File: src/design/ppfa_pkg.sv
// ----------------------------------------------------------------------------
// ppfa_pkg
// Shared widths, status and register codes and the configuration view type
// for the physical page frame allocator.
// ----------------------------------------------------------------------------
package ppfa_pkg;

   localparam int PAGE_W      = 13;   // page index and page count width
   localparam int ADDR_W      = 32;   // byte address width
   localparam int PAGE_SHIFT  = 12;   // 4 KiB pages
   localparam int STATUS_W    = 3;
   localparam int WORD_BITS   = 32;   // used marks per memory word
   localparam int OFF_W       = 5;    // bit offset inside a word
   localparam int WIDX_W      = PAGE_W - OFF_W;
   localparam int PAGE_LIMIT  = 8192; // indices reachable with PAGE_W bits
   localparam int CSR_IDX_W   = 2;

   // Result status codes
   localparam logic [STATUS_W-1:0] STAT_OK         = 3'd0;
   localparam logic [STATUS_W-1:0] STAT_OOM        = 3'd1;
   localparam logic [STATUS_W-1:0] STAT_MISALIGNED = 3'd2;
   localparam logic [STATUS_W-1:0] STAT_RANGE      = 3'd3;
   localparam logic [STATUS_W-1:0] STAT_NOT_USED   = 3'd4;

   // Request function codes
   localparam logic FUNC_ALLOC = 1'b0;
   localparam logic FUNC_FREE  = 1'b1;

   // Configuration register indexes
   localparam logic [CSR_IDX_W-1:0] CSR_FIRST_PAGE = 2'd0;
   localparam logic [CSR_IDX_W-1:0] CSR_PAGE_COUNT = 2'd1;

   localparam logic [PAGE_W-1:0] FIRST_PAGE_RESET = 13'd0;
   localparam logic [PAGE_W-1:0] PAGE_COUNT_RESET = 13'd4096;

   typedef struct packed {
      logic [PAGE_W-1:0] first_page;
      logic [PAGE_W-1:0] scan_end;
   } cfg_view_type;

endpackage

File: src/design/ppfa_bitmap_mem.sv
// ----------------------------------------------------------------------------
// ppfa_bitmap_mem
// Used-mark store: one write port and one read port, registered read data.
// ----------------------------------------------------------------------------
module ppfa_bitmap_mem
   import ppfa_pkg::*;
#(
   parameter int DEPTH = 128,
   parameter int AW    = 7
) (
   input  logic                 clock,
   input  logic                 wr_en,
   input  logic [AW-1:0]        wr_addr,
   input  logic [WORD_BITS-1:0] wr_data,
   input  logic                 rd_en,
   input  logic [AW-1:0]        rd_addr,
   output logic [WORD_BITS-1:0] rd_data
);

   logic [WORD_BITS-1:0] mem [DEPTH];
   logic [WORD_BITS-1:0] rd_data_ff;

   always_ff @(posedge clock) begin
      if (wr_en) begin
         mem[wr_addr] <= wr_data;
      end
   end

   always_ff @(posedge clock) begin
      if (rd_en) begin
         rd_data_ff <= mem[rd_addr];
      end
   end

   assign rd_data = rd_data_ff;

endmodule

File: src/design/ppfa_ctrl.sv
// ----------------------------------------------------------------------------
// ppfa_ctrl
// Request sequencer: clears the store after reset, scans words for the
// first free page, checks and clears marks on free, and drives the result
// register.
// ----------------------------------------------------------------------------
module ppfa_ctrl
   import ppfa_pkg::*;
#(
   parameter int MEM_WORDS = 128,
   parameter int MEM_AW    = 7
) (
   input  logic                 clock,
   input  logic                 reset,
   input  cfg_view_type         cfg,
   input  logic                 req_valid,
   output logic                 req_stall,
   input  logic                 req_func,
   input  logic [ADDR_W-1:0]    req_page_address,
   output logic                 rsp_valid,
   input  logic                 rsp_stall,
   output logic [ADDR_W-1:0]    rsp_granted_address,
   output logic [STATUS_W-1:0]  rsp_status,
   output logic [PAGE_W-1:0]    rsp_free_count,
   output logic                 mem_wr_en,
   output logic [MEM_AW-1:0]    mem_wr_addr,
   output logic [WORD_BITS-1:0] mem_wr_data,
   output logic                 mem_rd_en,
   output logic [MEM_AW-1:0]    mem_rd_addr,
   input  logic [WORD_BITS-1:0] mem_rd_data
);

   localparam int IDX_W = ADDR_W - PAGE_SHIFT;

   localparam logic [2:0] S_CLEAR = 3'd0;
   localparam logic [2:0] S_IDLE  = 3'd1;
   localparam logic [2:0] S_ALLOC = 3'd2;
   localparam logic [2:0] S_FREE  = 3'd3;
   localparam logic [2:0] S_OUT   = 3'd4;

   localparam logic [MEM_AW-1:0] CLEAR_LAST = MEM_AW'(MEM_WORDS - 1);

   logic [2:0]           state_ff, state_in;
   logic [MEM_AW-1:0]    clr_addr_ff, clr_addr_in;
   logic [WIDX_W-1:0]    word_ff, word_in;
   logic [OFF_W-1:0]     bit_ff, bit_in;
   logic [PAGE_W-1:0]    used_ff, used_in;
   logic [ADDR_W-1:0]    res_addr_ff, res_addr_in;
   logic [STATUS_W-1:0]  res_status_ff, res_status_in;
   logic                 rsp_valid_ff, rsp_valid_in;
   logic [ADDR_W-1:0]    rsp_addr_ff;
   logic [STATUS_W-1:0]  rsp_status_ff;
   logic [PAGE_W-1:0]    rsp_free_ff;

   logic [IDX_W-1:0]     free_idx;
   logic                 misaligned;
   logic                 range_bad;
   logic                 no_span;
   logic                 out_free;
   logic [WORD_BITS-1:0] lo_mask, hi_mask, cand, bit_onehot;
   logic                 hit;
   logic [OFF_W-1:0]     hit_bit;
   logic [WIDX_W:0]      next_word;
   logic                 last_word;
   logic [PAGE_W-1:0]    span;
   logic [PAGE_W-1:0]    free_now;

   // Lowest set bit: pick the lowest nonzero byte, then the bit inside it
   function automatic logic [OFF_W-1:0] lowest_set(input logic [WORD_BITS-1:0] v);
      logic [1:0] byte_sel;
      logic [7:0] byte_val;
      logic [2:0] bit_sel;
      byte_sel = 2'd0;
      bit_sel  = 3'd0;
      for (int b = 3; b >= 0; b--) begin
         if (|v[b*8 +: 8]) begin
            byte_sel = 2'(b);
         end
      end
      byte_val = v[byte_sel*8 +: 8];
      for (int i = 7; i >= 0; i--) begin
         if (byte_val[i]) begin
            bit_sel = 3'(i);
         end
      end
      return {byte_sel, bit_sel};
   endfunction

   assign free_idx   = req_page_address[ADDR_W-1:PAGE_SHIFT];
   assign misaligned = |req_page_address[PAGE_SHIFT-1:0];
   assign range_bad  = (free_idx < {{(IDX_W-PAGE_W){1'b0}}, cfg.first_page}) ||
                       (free_idx >= {{(IDX_W-PAGE_W){1'b0}}, cfg.scan_end});
   assign no_span    = cfg.first_page >= cfg.scan_end;
   assign out_free   = !rsp_valid_ff || !rsp_stall;

   // Allocatable pages within the word under scan
   assign lo_mask   = (word_ff == cfg.first_page[PAGE_W-1:OFF_W]) ?
                      ({WORD_BITS{1'b1}} << cfg.first_page[OFF_W-1:0]) : {WORD_BITS{1'b1}};
   assign hi_mask   = (word_ff == cfg.scan_end[PAGE_W-1:OFF_W]) ?
                      ~({WORD_BITS{1'b1}} << cfg.scan_end[OFF_W-1:0]) : {WORD_BITS{1'b1}};
   assign cand      = ~mem_rd_data & lo_mask & hi_mask;
   assign hit       = |cand;
   assign hit_bit   = lowest_set(cand);
   assign next_word = {1'b0, word_ff} + 1'b1;
   assign last_word = {next_word, {OFF_W{1'b0}}} >= {1'b0, cfg.scan_end};

   assign bit_onehot = WORD_BITS'(1) << (state_ff == S_ALLOC ? hit_bit : bit_ff);

   // Free count after this request, saturated at zero
   assign span     = cfg.scan_end - cfg.first_page;
   assign free_now = (no_span || used_ff >= span) ? '0 : span - used_ff;

   always_comb begin
      state_in      = state_ff;
      clr_addr_in   = clr_addr_ff;
      word_in       = word_ff;
      bit_in        = bit_ff;
      used_in       = used_ff;
      res_addr_in   = res_addr_ff;
      res_status_in = res_status_ff;
      mem_wr_en     = 1'b0;
      mem_wr_addr   = word_ff[MEM_AW-1:0];
      mem_wr_data   = '0;
      mem_rd_en     = 1'b0;
      mem_rd_addr   = word_ff[MEM_AW-1:0];

      unique case (state_ff)
         S_CLEAR: begin
            mem_wr_en   = 1'b1;
            mem_wr_addr = clr_addr_ff;
            clr_addr_in = clr_addr_ff + 1'b1;
            if (clr_addr_ff == CLEAR_LAST) begin
               state_in = S_IDLE;
            end
         end
         S_IDLE: begin
            if (req_valid) begin
               res_addr_in = '0;
               if (req_func == FUNC_ALLOC) begin
                  if (no_span) begin
                     res_status_in = STAT_OOM;
                     state_in      = S_OUT;
                  end else begin
                     word_in     = cfg.first_page[PAGE_W-1:OFF_W];
                     mem_rd_en   = 1'b1;
                     mem_rd_addr = cfg.first_page[OFF_W +: MEM_AW];
                     state_in    = S_ALLOC;
                  end
               end else begin
                  priority if (misaligned) begin
                     res_status_in = STAT_MISALIGNED;
                     state_in      = S_OUT;
                  end else if (range_bad) begin
                     res_status_in = STAT_RANGE;
                     state_in      = S_OUT;
                  end else begin
                     word_in     = free_idx[PAGE_W-1:OFF_W];
                     bit_in      = free_idx[OFF_W-1:0];
                     mem_rd_en   = 1'b1;
                     mem_rd_addr = free_idx[OFF_W +: MEM_AW];
                     state_in    = S_FREE;
                  end
               end
            end
         end
         S_ALLOC: begin
            priority if (hit) begin
               mem_wr_en     = 1'b1;
               mem_wr_data   = mem_rd_data | bit_onehot;
               used_in       = used_ff + 1'b1;
               res_addr_in   = ADDR_W'({word_ff, hit_bit}) << PAGE_SHIFT;
               res_status_in = STAT_OK;
               state_in      = S_OUT;
            end else if (last_word) begin
               res_status_in = STAT_OOM;
               state_in      = S_OUT;
            end else begin
               // Advance to the next word; its data arrives next cycle
               word_in     = next_word[WIDX_W-1:0];
               mem_rd_en   = 1'b1;
               mem_rd_addr = next_word[MEM_AW-1:0];
            end
         end
         S_FREE: begin
            if (|(mem_rd_data & bit_onehot)) begin
               mem_wr_en     = 1'b1;
               mem_wr_data   = mem_rd_data & ~bit_onehot;
               used_in       = (used_ff != '0) ? used_ff - 1'b1 : used_ff;
               res_status_in = STAT_OK;
            end else begin
               res_status_in = STAT_NOT_USED;
            end
            state_in = S_OUT;
         end
         S_OUT: begin
            if (out_free) begin
               state_in = S_IDLE;
            end
         end
         default: begin
            state_in = S_IDLE;
         end
      endcase
   end

   always_comb begin
      if (state_ff == S_OUT && out_free) begin
         rsp_valid_in = 1'b1;
      end else if (!rsp_stall) begin
         rsp_valid_in = 1'b0;
      end else begin
         rsp_valid_in = rsp_valid_ff;
      end
   end

   always_ff @(posedge clock) begin
      if (reset) begin
         state_ff     <= S_CLEAR;
         clr_addr_ff  <= '0;
         used_ff      <= '0;
         rsp_valid_ff <= 1'b0;
      end else begin
         state_ff     <= state_in;
         clr_addr_ff  <= clr_addr_in;
         used_ff      <= used_in;
         rsp_valid_ff <= rsp_valid_in;
      end
   end

   always_ff @(posedge clock) begin
      word_ff       <= word_in;
      bit_ff        <= bit_in;
      res_addr_ff   <= res_addr_in;
      res_status_ff <= res_status_in;
      if (state_ff == S_OUT && out_free) begin
         rsp_addr_ff   <= res_addr_ff;
         rsp_status_ff <= res_status_ff;
         rsp_free_ff   <= free_now;
      end
   end

   assign req_stall           = state_ff != S_IDLE;
   assign rsp_valid           = rsp_valid_ff;
   assign rsp_granted_address = rsp_addr_ff;
   assign rsp_status          = rsp_status_ff;
   assign rsp_free_count      = rsp_free_ff;

endmodule

File: src/design/physical_page_frame_allocator_core.sv
// ----------------------------------------------------------------------------
// physical_page_frame_allocator_core
// First-fit physical page frame allocator over a one-bit-per-page used store.
// ----------------------------------------------------------------------------
// Usage:
//   Request channel (req_*): req_func selects allocate or free; req_page_address
//   names the page to free. A transfer takes place when req_valid is high and
//   req_stall is low. One request is in work at a time.
//   Result channel (rsp_*): exactly one result per request, with the granted
//   address (0 unless an allocate succeeds), a status code and the number of
//   free pages after the request. A result register parts the two sides, so
//   the next request is taken while a result waits for the receiver.
//   Sequence: a free reads the used word, then checks and writes back; a free
//   that fails the alignment or range check and an allocate with an empty page
//   range go straight to the result step. An allocate reads one 32-page word
//   at a time through the single read port of the used store until it finds a
//   free page or passes the end of the range.
//   The next request can be taken in the cycle after the result is loaded.
//   Reset: config registers return to their reset values, then a clearing
//   pass writes zero to every one of the ceil(min(MAX_PAGES, 8192)/32) store
//   words (128 at the default), one word a cycle; req_stall stays high
//   meanwhile. Config writes are taken at any time.
//   Stall: while rsp_stall holds a result, a finished request waits in its
//   last step and req_stall stays high.
// ----------------------------------------------------------------------------
module physical_page_frame_allocator_core
   import ppfa_pkg::*;
#(
   parameter int MAX_PAGES = 4096
) (
   input  logic                 clock,
   input  logic                 reset,
   input  logic                 csr_wr_en,
   input  logic [CSR_IDX_W-1:0] csr_index,
   input  logic [PAGE_W-1:0]    csr_wdata,
   input  logic                 req_valid,
   output logic                 req_stall,
   input  logic                 req_func,
   input  logic [ADDR_W-1:0]    req_page_address,
   output logic                 rsp_valid,
   input  logic                 rsp_stall,
   output logic [ADDR_W-1:0]    rsp_granted_address,
   output logic [STATUS_W-1:0]  rsp_status,
   output logic [PAGE_W-1:0]    rsp_free_count
);

   // Pages beyond the reach of a 13-bit page count are never addressed
   localparam int PAGES     = (MAX_PAGES < PAGE_LIMIT) ? MAX_PAGES : PAGE_LIMIT;
   localparam int MEM_WORDS = (PAGES + WORD_BITS - 1) / WORD_BITS;
   localparam int MEM_AW    = (MEM_WORDS > 1) ? $clog2(MEM_WORDS) : 1;
   localparam logic [PAGE_W:0] PAGES_CLIP = (PAGE_W + 1)'(PAGES);

   logic [PAGE_W-1:0]    first_page_ff, first_page_in;
   logic [PAGE_W-1:0]    page_count_ff, page_count_in;
   cfg_view_type         cfg;

   logic                 mem_wr_en;
   logic [MEM_AW-1:0]    mem_wr_addr;
   logic [WORD_BITS-1:0] mem_wr_data;
   logic                 mem_rd_en;
   logic [MEM_AW-1:0]    mem_rd_addr;
   logic [WORD_BITS-1:0] mem_rd_data;

   // Register writes; an index beyond the two registers is dropped
   always_comb begin
      first_page_in = first_page_ff;
      page_count_in = page_count_ff;
      if (csr_wr_en) begin
         if (csr_index == CSR_FIRST_PAGE) begin
            first_page_in = csr_wdata;
         end
         if (csr_index == CSR_PAGE_COUNT) begin
            page_count_in = csr_wdata;
         end
      end
   end

   always_ff @(posedge clock) begin
      if (reset) begin
         first_page_ff <= FIRST_PAGE_RESET;
         page_count_ff <= PAGE_COUNT_RESET;
      end else begin
         first_page_ff <= first_page_in;
         page_count_ff <= page_count_in;
      end
   end

   // Scan end is the page count clipped to the store size
   assign cfg.first_page = first_page_ff;
   assign cfg.scan_end   = ({1'b0, page_count_ff} > PAGES_CLIP) ?
                           PAGES_CLIP[PAGE_W-1:0] : page_count_ff;

   ppfa_ctrl #(
      .MEM_WORDS (MEM_WORDS),
      .MEM_AW    (MEM_AW)
   ) u_ctrl (
      .clock               (clock),
      .reset               (reset),
      .cfg                 (cfg),
      .req_valid           (req_valid),
      .req_stall           (req_stall),
      .req_func            (req_func),
      .req_page_address    (req_page_address),
      .rsp_valid           (rsp_valid),
      .rsp_stall           (rsp_stall),
      .rsp_granted_address (rsp_granted_address),
      .rsp_status          (rsp_status),
      .rsp_free_count      (rsp_free_count),
      .mem_wr_en           (mem_wr_en),
      .mem_wr_addr         (mem_wr_addr),
      .mem_wr_data         (mem_wr_data),
      .mem_rd_en           (mem_rd_en),
      .mem_rd_addr         (mem_rd_addr),
      .mem_rd_data         (mem_rd_data)
   );

   ppfa_bitmap_mem #(
      .DEPTH (MEM_WORDS),
      .AW    (MEM_AW)
   ) u_mem (
      .clock   (clock),
      .wr_en   (mem_wr_en),
      .wr_addr (mem_wr_addr),
      .wr_data (mem_wr_data),
      .rd_en   (mem_rd_en),
      .rd_addr (mem_rd_addr),
      .rd_data (mem_rd_data)
   );

endmodule

File: config.mk
export PLATFORM = sky130hd
export DESIGN_NAME = physical_page_frame_allocator_core
export DESIGN_NICKNAME = d
export VERILOG_FILES = /design/src/design/ppfa_pkg.sv /design/src/design/ppfa_bitmap_mem.sv /design/src/design/ppfa_ctrl.sv /design/src/design/physical_page_frame_allocator_core.sv
export SDC_FILE = /design/constraint.sdc
export NUM_CORES = 2
export LEC_CHECK = 0
export BUFFER_PORTS_ARGS = -buffer_cell sky130_fd_sc_hd__buf_2
export CAP_MARGIN = 20
export CORE_ASPECT_RATIO = 0.8
export CORE_MARGIN = 3
export CORE_UTILIZATION = 59
export DETAILED_ROUTE_END_ITERATION = 12
export GPL_TIMING_DRIVEN = 1
export PLACE_DENSITY = 0.75
export SLEW_MARGIN = 0
export SYNTH_ARGS = -nofsm -noshare
export SYNTH_HDL_FRONTEND = slang
export SYNTH_HIERARCHICAL = 1
export SYNTH_SLANG_ARGS = --single-unit
export TNS_END_PERCENT = 5
File: constraint.sdc
create_clock -name clock -period 24.4 [get_ports clock]
set_clock_uncertainty 0.15 [all_clocks]
set_input_delay 1.22 -clock clock [delete_from_list [all_inputs] [get_ports clock]]
set_output_delay 1.22 -clock clock [all_outputs]
set_load 0.02 [all_outputs]
# --- Yosys cells after proc, flatten, opt, wreduce, memory -nomap -nowiden ---
# Memory sizes are Yosys's and may differ from the RTL's. A register that Yosys moved wholly into a read port is not among the register bits.
# Index checks and enable logic that the tools add are counted.
# Widths: inputs -> output; s select.
totals:
  ram_bits: 4096
  reg_bits: 146
  output_inout_bits: 50
  memories: 1
memory_table:
  columns: ["name", "words", "word_bits", "rd", "rd_clocked_by_memory_dff", "wr", "line", "source"]
  rows:
  - ["u_mem.mem", 128, 32, 1, 1, 1, "ppfa_bitmap_mem.sv:20", "logic [WORD_BITS-1:0] mem [DEPTH];"]
classes:
  n_mux: 77
  n_reduce_logical: 27
  bitwise: 10
  shift: 4
  eq_ne: 24
  n_lt_le_gt_ge: 6
  n_addsub: 6
ops:
  columns: ["op", "n"]
  rows:
  - ["$mux 32", 6]
  - ["$and 32x32->32", 4]
  - ["$pmux 32 s2", 2]
  - ["$not 32->32", 3]
  - ["$mux 3", 25]
  - ["$reduce_or 32->1", 2]
  - ["$shl 32x5->32 const A", 2]
  - ["$mux 7", 8]
  - ["$mux 8", 7]
  - ["$mux 13", 4]
  - ["$or 32x32->32", 1]
  - ["$reduce_or 8->1", 4]
  - ["$shiftx 32x6->8", 1]
  - ["$shl 1x5->32 const A", 1]
  - ["$ge 13x13->1", 2]
  - ["$pmux 13 s2", 1]
  - ["$sub 13x13->13", 2]
  - ["$ge 20x13->1", 1]
  - ["$lt 20x13->1", 1]
  - ["$eq 8x8->1", 2]
  - ["$pmux 8 s2", 1]
  - ["$pmux 3 s5", 1]
  - ["$ge 14x13->1", 1]
  - ["$pmux 7 s2", 1]
  - ["other kinds (37)", 71]

# --- Depth between registers and ports, before layout ---
logic_depth:
  depth_word: 28
  mapped_depth: 31
  ltp_nobuf: 23

# --- Hierarchy ---
# The synthesis kept the hierarchy.
by_module_without_submodules:
  columns: ["module", "n_inst", "cells_per_inst", "area_per_inst_um2"]
  rows:
  - ["ppfa_bitmap_mem", 1, 5990, 156596.4]
  - ["ppfa_ctrl", 1, 1161, 9156.3]
  - ["physical_page_frame_allocator_core", 1, 116, 1176.1]

# --- Worst setup path before layout ---
# No wires, ideal clock.
synth_path:
  kind: "register to register"
  start: "reg page_count_ff[12]"
  end: "mem u_mem.mem[0][23] (data pin)"
  setup_slack_ns: 12.972
  period_less_slack_ns: 11.428
  stages_incl_launch_ff: 23
  t_arrival_ns: 10.049
  setup_ns: 1.229
  path_buffers: 5
  cell_sequence: "dfxtp_1 -> clkbuf_1 -> nor2b_1 -> inv_1 -> a222oi_1 -> nand4_2 -> o41ai_4 -> o2111ai_4 -> nor3_4 -> and2_1 -> buf_6 -> o21ai_2 -> a221o_1 -> a221o_1 -> and2_4 -> buf_6 -> and3_4 -> o32ai_4 -> o21ai_0 -> nor2b_1 -> clkbuf_1 -> buf_2 -> a211oi_1"
synth_rtl:
  columns: ["element", "line", "source"]
  rows:
  - ["start: declaration", "physical_page_frame_allocator_core.sv:54", "logic [PAGE_W-1:0] page_count_ff, page_count_in;"]
  - ["start signal: assignment", "physical_page_frame_allocator_core.sv:84", "page_count_ff <= page_count_in;"]
  - ["end: declaration", "ppfa_bitmap_mem.sv:20", null]

==> summary.md <==
| Metric | Value |
|---|---|
| Switching part of the total | `0.198` |
| Synthesized cell area | `0.167 mm^2` |
| First-pass GRT wire length | `668000 um` |
| Run status | `completed` |
| Via density per instance | `7.20` |
| DRT iter0 DRCs | `15600` |
| Post-DP Area | `0.174 mm^2` |
| Longest Clk Path Bufs | `4` |
| Synth Warn # | `6` |
| Area Growth Syn to Fin | `11.5%` |
| Ys flop type | `edfxtp_1` |
| Worst-path clk slew | `60 ps` |
| IO Port Bufs | `83` |
| Final count of hold timing violations | `0` |
| DR DRC count | `0` |
| Nets | `7753` |
| Slew headroom | `0.162` |
| Post-CTS Resized | `0` |
| Final TNS setup | `0 ps` |
| Cts bufs inserted | `393` |
| Drt pass-1 iters | `9` |
| Post-route cell area | `0.186 mm^2` |
| Antenna Nets Post-Route | `0` |
| GRT Total Usage | `0.334` |
| Setup Fix Bufs, Post-CTS | `0` |
| Share of post-route cells with drive strength above 1 | `0.313` |
| Startpoint types | `flip-flop` |
| Crit path max fanout | `61` |
| Pin count of the biggest net entering global routing | `140` |
| Fill count | `16900` |
| Row count | `174` |
| Crit path DAT | `12570 ps` |
| Synth Instances | `7267` |
| Syn avg cell area | `23.0 um^2` |
| Internal power | `11300 uW` |
| Hold Path Class | `flip-flop to flip-flop` |
| Initial Utilization | `0.593` |
| Sequential area share after synthesis | `0.759` |
| Clk root buf | `clkbuf_16` |
| FFs w/ async S/R, synth | `0` |
| Die W | `601 um` |
| Max VDD drop | `0.0658 mV` |
| RSZ-0062 raised after global routing | `no` |
| Detail Placement HPWL | `244000 um` |
| Worst Setup End Kind | `flip-flop` |
| Slew at the pin with the worst max-slew slack | `1260 ps` |
| Pwr dens | `75.3 mW/mm^2` |
| GRT overflow | `0` |
| Critical path data required time | `24870 ps` |
| Initial antenna violation count | `35` |
| Final setup violation count | `0` |
| Synth unique cells | `98` |
| Final Util | `0.662` |
| CTS Sinks | `4236` |
| EDFF count, synth | `4186` |
| Clock power frac | `0.426` |
| Clock latency on the worst-skew pair | `920 ps` |
| Hold-fix buffers, CTS | `0` |
| CTS tree | `done` |
| I/O Pins | `103` |
| Yosys reg bits | `4236` |
| # Max-Cap Violations | `0` |
| Final WS setup | `12300 ps` |
| Vert. Die Dim | `482 um` |
| Min Tclk post-route | `12100 ps` |
| Crit Path Category | `flip-flop to flip-flop` |
| Routed length per placed instance | `40.8 um` |
| Most frequent cells in the layout | `edfxtp_1, mux4_2, clkbuf_16, buf_4, nor2_4` |
| Final period util | `0.496` |
| Place WS | `12430 ps` |
| Die area | `0.289 mm^2` |
| CORE AREA | `0.281 mm^2` |
| F_max | `82.6 MHz` |
| DRT Wirelength | `478000 um` |
| Leak | `0.0487 uW` |
| Gate power share | `0.010` |
| Most common cell after layout, fill and taps aside | `edfxtp_1` |
| Slew Viols, Final | `0` |
| H-Tree Depth | `5` |
| RD Place Congestion | `0.981` |
| Detailed-route via count | `84500` |
| Vias in the first global route | `84400` |
| Flop pwr share | `0.564` |
| Psw | `2770 uW` |
[cell usage after synthesis (all sizes together), types with 33 or more instances]
master  count  area share
ha         72      0.0054
mux4     1344        0.18
dfxtp      50      0.0060
nand2b     52      0.0019
inv        81      0.0018
mux2       33      0.0022
nor2      236      0.0054
a21oi      71      0.0021
edfxtp   4186        0.75
nor3       43      0.0014
nand2     132      0.0030
o21ai      79      0.0024
clkbuf    223      0.0050
buf       184      0.0059
nand3      38      0.0012
nor2b      34      0.0013
mux2i      48      0.0029
[flip-flops by register name, summed over array words and instances, names as in the netlist, 13 cells and up]
register	flops
page_count_ff	13
u_ctrl/used_ff	13
u_ctrl/res_addr_ff	13
first_page_ff	13
u_mem/rd_data	32
u_ctrl/rsp_free_count	13
u_mem/mem	4096
u_ctrl/rsp_granted_address	13
[power by group through the flow]
| stage | logic, uW | registers, uW | clock network, uW |
|---|---|---|---|
| floorplan | 85.5 | 8060 | 0 |
| global placement | 135 | 8060 | 0 |
| detailed placement | 136 | 8060 | 0 |
| CTS | 137 | 7900 | 6030 |
| global route | 150 | 7900 | 6280 |
| finish | 142 | 7900 | 5980 |
[cell type report]
| cell class | instances | area, um^2 | share of cell area |
|---|---|---|---|
| tap | 3784 | 4730 | 0.0254 |
| inverter | 83 | 314 | 0.00169 |
| antenna | 21 | 52.6 | 0.000282 |
| sequential | 4236 | 127000 | 0.681 |
| timing repair buffer | 352 | 2650 | 0.0142 |
| multi-input combinational | 2559 | 39500 | 0.212 |
| clock buffer | 500 | 10400 | 0.0559 |
| clock inverter | 201 | 1780 | 0.00959 |
[through the flow]
stage                     hold slack [ps]  std cells  total power, uW
after floorplan                       250       7285             8140
after global placement                252      11000             8190
after detailed placement              255      11000             8200
after CTS                             269      11700            14100
after global routing                  280      11700            14300
final                                 269      11700            14000
[cell families after synthesis]
| logic type | synth area share |
|---|---|
| AND/OR/NAND/NOR | 0.0189 |
| other | 0.0000225 |
| adder cells (fa/ha/maj) | 0.00588 |
| buffers and inverters | 0.0128 |
| multiplexers | 0.186 |
| flip-flops | 0.759 |
| XOR/XNOR | 0.00252 |
| AO/OA/AOI/OAI | 0.0144 |
[routing by layer]
metal	GRT usage	routed length (um)	up-vias
met5	0	136	-
met2	0.488	214000	7540
li1	-	-	31700
met3	0.127	82400	1205
met1	0.462	159000	44100
met4	0.131	22800	22
[worst max-delay path, cell delays in order (launching register included)]
cell and delay [ps]:
dfxtp_1 720, nor2b_1 180, inv_1 140, ha_1 280
a2111oi_4 720, nand4_2 410, o41ai_4 560, o2111ai_4 240
nor3_4 410, and2_1 410, nand2_1 190, a311oi_1 380
nand3_1 440, o21bai_1 320, a221o_4 750, buf_4 840
buf_4 830, buf_4 780, buf_4 860, mux4_2 430
mux4_2 690, mux4_2 540, mux2_2 290
[path summary, 6_finish.rpt]
| path | startpoint | to | slack (ps) | cells past startpoint |
|---|---|---|---|---|
| worst min-delay path | u_ctrl/res_addr_ff[12] | u_ctrl/rsp_granted_address[12] | 270 | 0 |
| worst max register to register | page_count_ff[12] | u_mem/rd_data[20] | 12300 | 22 |
| worst max-delay path | page_count_ff[12] | u_mem/rd_data[20] | 12300 | 22 |
| worst min register to register | u_ctrl/res_addr_ff[12] | u_ctrl/rsp_granted_address[12] | 270 | 0 |
Power figures use the tool's default switching activity.
